## src/bbc_pkg.sv

```systemverilog
// ============================================================================
// bbc_pkg
// Shared types, character codes and the byte decoder of the bracket checker.
// ============================================================================
`timescale 1ns / 1ps

package bbc_pkg;

    // Characters that the checker reacts to.
    localparam logic [7:0] CHAR_DQUOTE = 8'h22;
    localparam logic [7:0] CHAR_SQUOTE = 8'h27;
    localparam logic [7:0] CHAR_LBRACE = 8'h7B;
    localparam logic [7:0] CHAR_LBRACK = 8'h5B;
    localparam logic [7:0] CHAR_LPAREN = 8'h28;
    localparam logic [7:0] CHAR_RBRACE = 8'h7D;
    localparam logic [7:0] CHAR_RBRACK = 8'h5D;
    localparam logic [7:0] CHAR_RPAREN = 8'h29;

    // Stack entry codes.
    typedef logic [1:0] bracket_code_t;
    localparam bracket_code_t CODE_BRACE = 2'd0;
    localparam bracket_code_t CODE_BRACK = 2'd1;
    localparam bracket_code_t CODE_PAREN = 2'd2;

    // Quote kinds.
    localparam logic QUOTE_DOUBLE = 1'b0;
    localparam logic QUOTE_SINGLE = 1'b1;

    // Class of one byte.
    typedef struct packed {
        logic          is_quote;
        logic          quote_kind;
        logic          is_open;
        logic          is_close;
        bracket_code_t code;
    } char_class_t;

    // Result of one text.
    typedef struct packed {
        logic stack_overflow;
        logic valid_res;
    } bbc_result_t;

    // Classify one byte.
    function automatic char_class_t decode_char(input logic [7:0] c);
        char_class_t cls;
        cls = '0;
        unique case (c)
            CHAR_DQUOTE: begin
                cls.is_quote   = 1'b1;
                cls.quote_kind = QUOTE_DOUBLE;
            end
            CHAR_SQUOTE: begin
                cls.is_quote   = 1'b1;
                cls.quote_kind = QUOTE_SINGLE;
            end
            CHAR_LBRACE: begin
                cls.is_open = 1'b1;
                cls.code    = CODE_BRACE;
            end
            CHAR_LBRACK: begin
                cls.is_open = 1'b1;
                cls.code    = CODE_BRACK;
            end
            CHAR_LPAREN: begin
                cls.is_open = 1'b1;
                cls.code    = CODE_PAREN;
            end
            CHAR_RBRACE: begin
                cls.is_close = 1'b1;
                cls.code     = CODE_BRACE;
            end
            CHAR_RBRACK: begin
                cls.is_close = 1'b1;
                cls.code     = CODE_BRACK;
            end
            CHAR_RPAREN: begin
                cls.is_close = 1'b1;
                cls.code     = CODE_PAREN;
            end
            default: begin
                cls = '0;
            end
        endcase
        return cls;
    endfunction

endpackage

```

## src/bbc_stack_mem.sv

```systemverilog
// ============================================================================
// bbc_stack_mem
// Bracket stack storage: one write port and one registered read port.
// ============================================================================
`timescale 1ns / 1ps

module bbc_stack_mem #(
    parameter int STACK_DEPTH = 64,
    parameter int AW          = 6
) (
    input  logic                  aclk,
    input  logic                  wr_en,
    input  logic [AW-1:0]         wr_addr,
    input  bbc_pkg::bracket_code_t wr_data,
    input  logic [AW-1:0]         rd_addr,
    output bbc_pkg::bracket_code_t rd_data
);
    import bbc_pkg::*;

    bracket_code_t mem [STACK_DEPTH];
    bracket_code_t rd_data_reg;

    // Write port.
    always_ff @(posedge aclk) begin
        if (wr_en) begin
            mem[wr_addr] <= wr_data;
        end
    end

    // Registered read port.
    always_ff @(posedge aclk) begin
        rd_data_reg <= mem[rd_addr];
    end

    assign rd_data = rd_data_reg;

endmodule

```

## src/bbc_core.sv

```systemverilog
// ============================================================================
// bbc_core
// Quote and bracket tracking with a top-of-stack register over the stack memory.
// ============================================================================
`timescale 1ns / 1ps

module bbc_core #(
    parameter int STACK_DEPTH = 64
) (
    input  logic                aclk,
    input  logic                aresetn,
    input  logic                in_fire,
    input  logic [7:0]          character,
    input  logic                final_byte,
    input  logic                no_char,
    output logic                done,
    output bbc_pkg::bbc_result_t result
);
    import bbc_pkg::*;

    localparam int AW = $clog2(STACK_DEPTH);
    localparam int CW = $clog2(STACK_DEPTH + 1);
    localparam logic [CW-1:0] DEPTH_C = CW'(STACK_DEPTH);

    logic [CW-1:0]  count_reg, count_next;
    logic           inside_reg, inside_next;
    logic           kind_reg, kind_next;
    logic           failed_reg, failed_next;
    logic           ovf_reg, ovf_next;
    bracket_code_t  tos_reg, tos_next;

    logic           push_we;
    bracket_code_t  below_tos;
    logic [AW-1:0]  rd_addr;
    char_class_t    cls;

    assign cls = decode_char(character);

    // The memory holds every entry; the read port always fetches the entry
    // under the top for the next state, so a pop can follow in any cycle.
    assign rd_addr = AW'(count_next - CW'(2));

    bbc_stack_mem #(
        .STACK_DEPTH (STACK_DEPTH),
        .AW          (AW)
    ) u_mem (
        .aclk    (aclk),
        .wr_en   (push_we),
        .wr_addr (count_reg[AW-1:0]),
        .wr_data (cls.code),
        .rd_addr (rd_addr),
        .rd_data (below_tos)
    );

    // Per-item update of the stack and the string state.
    always_comb begin
        count_next  = count_reg;
        inside_next = inside_reg;
        kind_next   = kind_reg;
        failed_next = failed_reg;
        ovf_next    = ovf_reg;
        tos_next    = tos_reg;
        push_we     = 1'b0;
        done        = 1'b0;
        result      = '0;
        if (in_fire) begin
            if (!no_char && !failed_reg) begin
                if (cls.is_quote) begin
                    if (inside_reg) begin
                        if (cls.quote_kind == kind_reg) begin
                            inside_next = 1'b0;
                        end
                    end else begin
                        inside_next = 1'b1;
                        kind_next   = cls.quote_kind;
                    end
                end else if (!inside_reg) begin
                    if (cls.is_open) begin
                        if (count_reg == DEPTH_C) begin
                            ovf_next    = 1'b1;
                            failed_next = 1'b1;
                        end else begin
                            push_we    = 1'b1;
                            tos_next   = cls.code;
                            count_next = count_reg + CW'(1);
                        end
                    end else if (cls.is_close) begin
                        if (count_reg == '0 || tos_reg != cls.code) begin
                            failed_next = 1'b1;
                        end else begin
                            count_next = count_reg - CW'(1);
                            tos_next   = below_tos;
                        end
                    end
                end
            end
            // End of text: report and return to the cleared state.
            if (final_byte) begin
                done                  = 1'b1;
                result.valid_res      = !failed_next && !ovf_next && !inside_next &&
                                        (count_next == '0);
                result.stack_overflow = ovf_next;
                count_next            = '0;
                inside_next           = 1'b0;
                kind_next             = QUOTE_DOUBLE;
                failed_next           = 1'b0;
                ovf_next              = 1'b0;
            end
        end
    end

    // Control state.
    always_ff @(posedge aclk) begin
        if (!aresetn) begin
            count_reg  <= '0;
            inside_reg <= 1'b0;
            kind_reg   <= QUOTE_DOUBLE;
            failed_reg <= 1'b0;
            ovf_reg    <= 1'b0;
        end else begin
            count_reg  <= count_next;
            inside_reg <= inside_next;
            kind_reg   <= kind_next;
            failed_reg <= failed_next;
            ovf_reg    <= ovf_next;
        end
    end

    // Top-of-stack register; only read while the stack is not empty.
    always_ff @(posedge aclk) begin
        tos_reg <= tos_next;
    end

endmodule

```

## src/bracket_balance_checker_top.sv

```systemverilog
// ----------------------------------------------------------------------------
// Bracket balance checker: one byte of a text per input item. Outside quoted
// strings, opening braces, brackets and parentheses are stacked and each
// closer must match the top. s_axis_tlast marks the last item of a text and
// s_axis_tuser marks an item that carries no byte, so an empty text works.
// One result item follows each last input item, in the cycle after it is
// accepted, from an output register. Throughput is one item per cycle: the
// top of the stack sits in a register and the memory read port always holds
// the entry below it, so pushes and pops may follow in consecutive cycles.
// While a result waits, non-last items are still accepted; a last item is
// held off only until the waiting result is taken. A text nested deeper
// than STACK_DEPTH is reported invalid with the overflow bit set.
// Reset clears the control state at once; the stack memory needs no
// clearing pass, as only entries written in the current text are read.
// After each result the block is ready for the next text.
// ----------------------------------------------------------------------------
`timescale 1ns / 1ps

module bracket_balance_checker_top #(
    parameter int STACK_DEPTH = 64
) (
    input  logic       aclk,
    input  logic       aresetn,
    input  logic       s_axis_tvalid,
    output logic       s_axis_tready,
    input  logic [7:0] s_axis_tdata,   // [7:0] character
    input  logic       s_axis_tlast,   // final_byte
    input  logic       s_axis_tuser,   // no_char
    output logic       m_axis_tvalid,
    input  logic       m_axis_tready,
    output logic [7:0] m_axis_tdata    // [0] valid_res, [1] stack_overflow, [7:2] zero
);
    import bbc_pkg::*;

    logic        in_fire;
    logic        done;
    bbc_result_t result;
    logic        m_valid_reg, m_valid_next;
    bbc_result_t res_reg;

    // A last item needs a free output register; other items always pass.
    assign s_axis_tready = !m_valid_reg || m_axis_tready || !s_axis_tlast;
    assign in_fire       = s_axis_tvalid && s_axis_tready;

    bbc_core #(
        .STACK_DEPTH (STACK_DEPTH)
    ) u_core (
        .aclk       (aclk),
        .aresetn    (aresetn),
        .in_fire    (in_fire),
        .character  (s_axis_tdata),
        .final_byte (s_axis_tlast),
        .no_char    (s_axis_tuser),
        .done       (done),
        .result     (result)
    );

    // Output register valid flag.
    always_comb begin
        m_valid_next = m_valid_reg;
        if (done) begin
            m_valid_next = 1'b1;
        end else if (m_axis_tready) begin
            m_valid_next = 1'b0;
        end
    end

    always_ff @(posedge aclk) begin
        if (!aresetn) begin
            m_valid_reg <= 1'b0;
        end else begin
            m_valid_reg <= m_valid_next;
        end
    end

    // Result payload.
    always_ff @(posedge aclk) begin
        if (done) begin
            res_reg <= result;
        end
    end

    assign m_axis_tvalid = m_valid_reg;
    assign m_axis_tdata  = {6'b0, res_reg.stack_overflow, res_reg.valid_res};

endmodule

```

## config.mk

```make
export PLATFORM = sky130hd
export DESIGN_NAME = bracket_balance_checker_top
export DESIGN_NICKNAME = d
export VERILOG_FILES = /design/src/bbc_pkg.sv /design/src/bbc_stack_mem.sv /design/src/bbc_core.sv /design/src/bracket_balance_checker_top.sv
export SDC_FILE = /design/constraint.sdc
export NUM_CORES = 1
export LEC_CHECK = 0
export ABC_AREA = 1
export BUFFER_PORTS_ARGS = -buffer_cell sky130_fd_sc_hd__buf_2
export CAP_MARGIN = 10
export CELL_PAD_IN_SITES_DETAIL_PLACEMENT = 0
export CELL_PAD_IN_SITES_GLOBAL_PLACEMENT = 1
export CORE_UTILIZATION = 35
export DETAILED_ROUTE_END_ITERATION = 10
export GPL_TIMING_DRIVEN = 0
export PLACE_DENSITY = 0.68
export RECOVER_POWER = 100
export REMOVE_ABC_BUFFERS = 1
export SLEW_MARGIN = 30
export SYNTH_ARGS = -nofsm -noshare
export SYNTH_HDL_FRONTEND = slang
export SYNTH_HIERARCHICAL = 1
export SYNTH_SLANG_ARGS = --single-unit
export TNS_END_PERCENT = 50
```

## constraint.sdc

```tcl
create_clock -name aclk -period 6.95 [get_ports aclk]
set_input_delay 1.0425 -clock aclk [delete_from_list [all_inputs] [get_ports aclk]]
set_output_delay 1.0425 -clock aclk [all_outputs]
set_load 0.02 [all_outputs]
```

==> results of run 1 <==
[worst max-delay path, delay by kind of cell]
kind                   cells  cell delay (ns)
buffers and inverters      5             1.32
and+or+nand+nor           21             2.87
AOI/OAI and AO/OA          1             0.34
[report_power, final]
group	switching (mW)	internal, mW	total (mW)
sequential	0.00403	0.948	0.952
combinational	0.0514	0.0199	0.0713
clock	0.362	0.457	0.819
[synthesized netlist by cell type, drive strengths merged]
| cell type | instances | area share |
|---|---|---|
| a21boi | 2 | 0.0021 |
| a21oi | 10 | 0.0079 |
| buf | 30 | 0.030 |
| clkbuf | 6 | 0.0031 |
| conb | 1 | 0.00052 |
| dfxtp | 14 | 0.039 |
| edfxtp | 132 | 0.55 |
| ha | 2 | 0.0035 |
| inv | 59 | 0.031 |
| nand2 | 261 | 0.14 |
| nand3 | 143 | 0.10 |
| nand3b | 1 | 0.0010 |
| nand4 | 14 | 0.012 |
| nor2 | 93 | 0.052 |
| nor3 | 6 | 0.0048 |
| nor4 | 9 | 0.0078 |
| o21ai | 9 | 0.0073 |
| or2 | 1 | 0.00086 |
| xnor2 | 2 | 0.0024 |
| xor2 | 5 | 0.0060 |
[through the flow]
| step | setup WS (ns) | hold slack [ns] | util |
|---|---|---|---|
| after floorplan | 1.88 | 0.450 | - |
| after global placement | -0.560 | 0.462 | 0.367 |
| after detailed placement | 1.95 | 0.471 | 0.370 |
| after CTS | 2.36 | 0.480 | 0.396 |
| after global routing | 1.01 | 0.521 | 0.393 |
| final | 1.69 | 0.476 | 0.393 |
[routing by layer]
metal	wire length (µm)	part of all wire	vias to the layer above	global-route usage
li1	-	-	2695	-
met1	7730	0.45	2466	0.213
met2	8380	0.49	115	0.294
met3	830	0.049	11	0.0295
met4	104	0.0061	0	0.0521
met5	0	0	-	0
[placed cells by master, fill, tap and decap left out, types with 3 or more instances in the layout]
master / netlist / final
nand2_2: 13 / 8
inv_6: 0 / 4
dfxtp_1: 14 / 14
nand3_1: 140 / 141
nor3_1: 5 / 5
nor4_1: 9 / 9
clkbuf_1: 6 / 7
inv_2: 8 / 8
nand2_4: 2 / 3
conb_1: 1 / 6
a21oi_1: 8 / 8
edfxtp_1: 132 / 132
nand2_1: 246 / 250
o21ai_0: 5 / 7
clkbuf_16: 0 / 17
clkinv_1: 0 / 4
inv_1: 50 / 48
nand4_1: 14 / 14
xor2_1: 5 / 5
nor2_1: 88 / 91
buf_2: 13 / 10
clkinv_4: 0 / 5
[path summary, 6_finish.rpt]
check                      start                 endpoint  slack, ns  depth (start not counted)
min              u_core/kind_reg          u_core/kind_reg       0.48                          2
min reg2reg      u_core/kind_reg          u_core/kind_reg       0.48                          2
max              s_axis_tdata[7]  u_core/u_mem/rd_data[0]       1.69                         27
max reg2reg  u_core/count_reg[0]  u_core/u_mem/rd_data[0]       2.19                         24
[cell type report]
cell class	count	area [µm²]
multi-input cells	564	2530
inverters	59	224
clock inverters	15	108
flip-flops and latches	146	4240
repair buffers	19	104
well taps	270	338
clock buffers	17	425
fillers	2096	12300
[cells by family (layout without fill, tap and decap cells)]
family | after synthesis | after routing | synth area share
and+or+nand+nor | 528 | 528 | 0.321
DFF | 146 | 146 | 0.586
buffers and inverters | 95 | 110 | 0.0637
AOI/OAI and AO/OA | 21 | 21 | 0.0173
xor gates and xnor gates | 7 | 7 | 0.00846
adders and majority gates | 2 | 2 | 0.00345
other | 1 | 6 | 0.000517
==> summary.md, run 1 <==
| Metric | Value |
|---|---|
| First-pass GRT wire length | 27200 µm |
| Seq cells post-synth | 146 |
| Per-cell routed wire length | 15.6 µm |
| Synthesized instance count | 800 |
| Final ANT Viol Nets | 0 |
| Root Driver | clkbuf_16 |
| Nets@finish | 823 |
| CTS sink count | 146 |
| Max IR drop VDD | 0.168 mV |
| # port buffers | 17 |
| Cell mode on critical path | nand2_1 |
| Sequential fraction of the synthesis area | 0.586 |
| Site Rows | 52 |
| Power per cell area | 231 nW/µm² |
| Routed vias | 5287 |
| RSZ-0062 raised after global routing | false |
| CTS Hold Bufs | 0 |
| Total Power | 1.84 mW |
| Die height | 146 µm |
| Design area | 7980 µm² |
| Slew @ Worst Pin | 2.18 ns |
| Routed WL | 17000 µm |
| YS warnings | 6 |
| FMAX | 190 MHz |
| Worst Path Required | 7.30 ns |
| Final min period | 5.26 ns |
| CP peak stage delay | 0.84 ns |
| CP Launch Type | input port |
| H-tree levels | 4 |
| Synth Cell Area | 7250 µm² |
| Synth unique cells | 33 |
| Post-Layout Cell Count | 1090 |
| Die W | 146 µm |
| Max clock buf depth | 2 |
| Syn Area/Cell | 9.06 µm² |
| Largest net degree at the start of global routing | 67 |
| Critical Path AT | 5.61 ns |
| Total grt overflow | 0 |
| Failing checks | max-capacitance violations, max-slew violations |
| CTS tree | yes |
| Worst-path clk slew | 0.06 ns |
| Initial Utilization | 0.357 |
| Routability cong. | 0.788 |
| Slew Limit Headroom | -0.462 |
| Setup crit end kind | flip-flop |
| Hpwl dp | 10600 µm |
| # setup viols final | 0 |
| DRC Markers | 0 |
| Min-Delay Path Class | flip-flop to flip-flop |
| Static Leakage | 3.02 nW |
| Initial drt markers | 277 |
| Max-slew violation count | 65 |
| Initial antenna violation count | 0 |
| Vias per cell | 4.85 |
| Period Utilization, post-route | 0.757 |
| Hold Vio Cnt, Final | 0 |
| Setup CP Type | input port to flip-flop |
| Drt pass-1 iters | 8 |
| Vias in the first global route | 5157 |
| TNS Setup | 0 ns |
| Clock Latency Late Sink | 0.42 ns |
| Critical-path top delay cell | inv_2 |
| Inst Count DP | 1058 |
| Synthesis-to-finish area growth | 10.0% |
| Post-CTS sizing | 0 |
| Maximum capacitance violations | 1 |
| Io pins | 24 |
| Die ar. | 21300 µm² |
| Max reg flops | 128 |
| Fraction of layout cells with a size suffix above 1 | 0.0854 |
| # diodes | 0 |
| GRT Total Usage | 0.169 |
| Num CTS Buffers | 17 |
| Status | complete, but fails checks |
| Worst Path Max Fanout | 66 |
| Core ar. | 20300 µm² |
| Post-Route Skew | 0.0126 ns |
| Postcts setup bufs | 0 |
| Placed inst area | 7500 µm² |
(Power assumes the default switching activity.)
==> run 2: changes to the inputs <==
--- a/config.mk
+++ b/config.mk
@@ -5,7 +5,7 @@
 export SDC_FILE = /design/constraint.sdc
 export NUM_CORES = 1
 export LEC_CHECK = 0
-export ABC_AREA = 1
+export ABC_AREA = 0
 export BUFFER_PORTS_ARGS = -buffer_cell sky130_fd_sc_hd__buf_2
 export CAP_MARGIN = 10
 export CELL_PAD_IN_SITES_DETAIL_PLACEMENT = 0
@@ -13,7 +13,7 @@
 export CORE_UTILIZATION = 35
 export DETAILED_ROUTE_END_ITERATION = 10
 export GPL_TIMING_DRIVEN = 0
-export PLACE_DENSITY = 0.68
+export PLACE_DENSITY = 0.67
 export RECOVER_POWER = 100
 export REMOVE_ABC_BUFFERS = 1
 export SLEW_MARGIN = 30
==> constraint.sdc (replaced) <==
create_clock -name aclk -period 4.27 [get_ports aclk]
set_input_delay 0.6405 -clock aclk [delete_from_list [all_inputs] [get_ports aclk]]
set_output_delay 0.6405 -clock aclk [all_outputs]
set_load 0.02 [all_outputs]
==> summary.md, run 2 <==
| Metric | Value |
|---|---|
| Drt pass-1 iters | 6 |
| Max clock buf depth | 2 |
| DRC Markers | 0 |
| Period Utilization, post-route | 0.957 |
| Io pins | 24 |
| Largest net degree at the start of global routing | 36 |
| Pre-CTS setup slack | -1.29 ns |
| Async set-reset flop share out of synthesis | 0 |
| # port buffers | 17 |
| Commonest non-fill, non-tap cell in the layout | edfxtp_1 |
| Clock network fraction of design power | 0.466 |
| Slew @ Worst Pin | 1.43 ns |
| Root Driver | clkbuf_16 |
| Hpwl dp | 11200 µm |
| Maximum capacitance violations | 0 |
| Setup CP Type | flip-flop to flip-flop |
| Top cell type's share of synthesized area | 0.555 |
| Synth top cells by count | edfxtp_1, nor2_1, nand2_1, mux4_2, nor2b_1 |
| Worst-path clk slew | 0.07 ns |
| Critical Path AT | 4.37 ns |
| Nets@finish | 599 |
| Final ANT Viol Nets | 0 |
| Synthesis-to-finish area growth | 17.2% |
| CTS Hold Bufs | 0 |
| Switching part of the total power | 0.212 |
| # setup viols final | 0 |
| FMAX | 245 MHz |
| Design area | 8370 µm² |
| Placed inst area | 7590 µm² |
| Critical-path top delay cell | or3b_4 |
| Synth top area cells | edfxtp_1, mux4_2, nor2_1 |
| CTS tree | yes |
| CTS sink count | 146 |
| Hold Vio Cnt, Final | 0 |
| Setup crit end kind | flip-flop |
| CP peak stage delay | 0.44 ns |
| Clock Latency Late Sink | 0.42 ns |
| Routed WL | 16700 µm |
| Final min period | 4.09 ns |
| Synthesized instance count | 548 |
| Final Worst Setup Slack | 0.182 ns |
| Sequential fraction of the synthesis area | 0.594 |
| Post-Route Skew | 0.0121 ns |
| Synth Cell Area | 7140 µm² |
| Vias in the first global route | 4699 |
| Routed vias | 4692 |
| Cell with the most instances after synthesis | edfxtp_1 |
| Crit-path cells | inv_1 -> ha_1 -> or3b_4 -> nor4_4 -> nor2_1 -> nand4_1 -> mux2i_2 -> and3b_1 -> a2bb2oi_4 -> buf_6 -> xnor2_4 -> buf_6 -> nor2_2 -> a22o_1 -> o21ai_0 -> a21oi_1 -> a211o_1 |
| Power per cell area | 359 nW/µm² |
| Die ar. | 21000 µm² |
| Die height | 145 µm |
| Commonest non-fill, non-tap cells in the layout | edfxtp_1, nor2_1, mux4_2 |
| H-tree levels | 4 |
| Internal | 2.37 mW |
| Site Rows | 51 |
| Top FF cell, synth | edfxtp_1 |
| Status | finished clean |
| Cell mode on critical path | buf_6 |
| Total Power | 3.01 mW |
| Number of enable flip-flop cells after synthesis | 132 |
| Static Leakage | 2.64 nW |
| # diodes | 0 |
| Fraction of layout cells with a size suffix above 1 | 0.227 |
| Max IR drop VDD | 0.259 mV |
| Slew Limit Headroom | 0.0471 |
| RSZ-0062 raised after global routing | false |
| Sequential Power Share | 0.511 |
| CP Launch Type | flip-flop |
| Final core occ | 0.425 |
| Initial antenna violation count | 0 |
| Per-cell routed wire length | 19.4 µm |
| Initial Utilization | 0.362 |
| Worst hold slack | 0.475 ns |
| Initial drt markers | 420 |
| First-pass GRT wire length | 26200 µm |
| Post-synth top area cell | edfxtp_1 |
| Num CTS Buffers | 17 |
| P_sw | 0.639 mW |
| Syn Area/Cell | 13.0 µm² |
| Comb power frac | 0.022 |
| Seq cells post-synth | 146 |
| Worst Path Max Fanout | 19 |
| Worst Path Required | 4.56 ns |
| Core ar. | 19700 µm² |
| Max-slew violation count | 0 |
| Max reg flops | 128 |
| Die W | 145 µm |
| Vias per cell | 5.45 |
| YS warnings | 6 |
| Routability cong. | 0.871 |
| Total grt overflow | 0 |
| GRT Total Usage | 0.171 |
| Synth unique cells | 72 |
| Min-Delay Path Class | flip-flop to flip-flop |
run 2: cell count changes after synthesis, moves of 10 or more:
cell      delta
nor3_1      +11
nand2_1    -216
nand2_2     -13
o21ai_0     +11
clkbuf_1    +10
nor2b_1     +17
inv_1       -45
mux4_2      +29
nand3_1    -128
run 2: worst paths after layout:
kind / from / endpoint / slack [ns] / cells after the start
worst max register to register: u_core/count_reg[0] / u_core/u_mem/rd_data[0] / 0.18 / 17
worst max-delay path: u_core/count_reg[0] / u_core/u_mem/rd_data[0] / 0.18 / 17
worst min-delay path: u_core/ovf_reg / u_core/ovf_reg / 0.47 / 2
worst min register to register: u_core/ovf_reg / u_core/ovf_reg / 0.47 / 2
run 2: power groups by stage:
stage	logic (mW)	clock network, mW	registers [mW]
global route	0.0726	1.49	1.54
CTS	0.0656	1.44	1.54
floorplan	0.0339	0	1.57
global placement	0.0603	0	1.57
detailed placement	0.0634	0	1.57
finish	0.0674	1.40	1.54
run 2: what timing repair did:
item,4_1_cts,5_1_grt
endpoints found under the setup margin,2,2
resized for setup,20,14
pin swaps,10,7
setup buffers,14,5
run 2: per-layer routing:
metal / routed length [µm] / global-route usage / vias up
met5: 0 / 0 / -
met1: 7160 / 0.227 / 2363
met4: 283 / 0.0748 / 0
met3: 898 / 0.0253 / 20
met2: 8370 / 0.279 / 152
li1: - / - / 2157
run 2: logic make-up after synthesis:
| kind of cell | after synthesis | synth area share |
|---|---|---|
| and+or+nand+nor | 233 | 0.170 |
| DFF | 146 | 0.594 |
| AOI/OAI and AO/OA | 78 | 0.0865 |
| buffers and inverters | 41 | 0.0305 |
| muxes | 37 | 0.103 |
| xor gates and xnor gates | 10 | 0.0123 |
| adders and majority gates | 2 | 0.00350 |
| other | 1 | 0.000525 |
run 2: area by class of cell:
cell class                 instances  area, µm²
timing repair buffer              46        320
tap                              265        332
multi-input combinational        366       2880
clock inverter                    13        126
clock buffer                      19        433
sequential                       146       4250
fill                            1772      11300
inverter                           6       22.5
run 2: critical path: cells and delay by family (launching register included):
family | cells | cell delay (ns)
muxes | 1 | 0.31
and+or+nand+nor | 6 | 1.31
DFF | 1 | 0.39
adders and majority gates | 1 | 0.25
buffers and inverters | 3 | 0.50
AOI/OAI and AO/OA | 5 | 0.99
xor gates and xnor gates | 1 | 0.20
run 2: per-stage QoR:
stage | cells | TNS (ns)
final | 861 | 0
after global routing | 861 | 0
after CTS | 856 | 0
after detailed placement | 810 | -2.45
after global placement | 800 | -177.22
after floorplan | 518 | -1.40
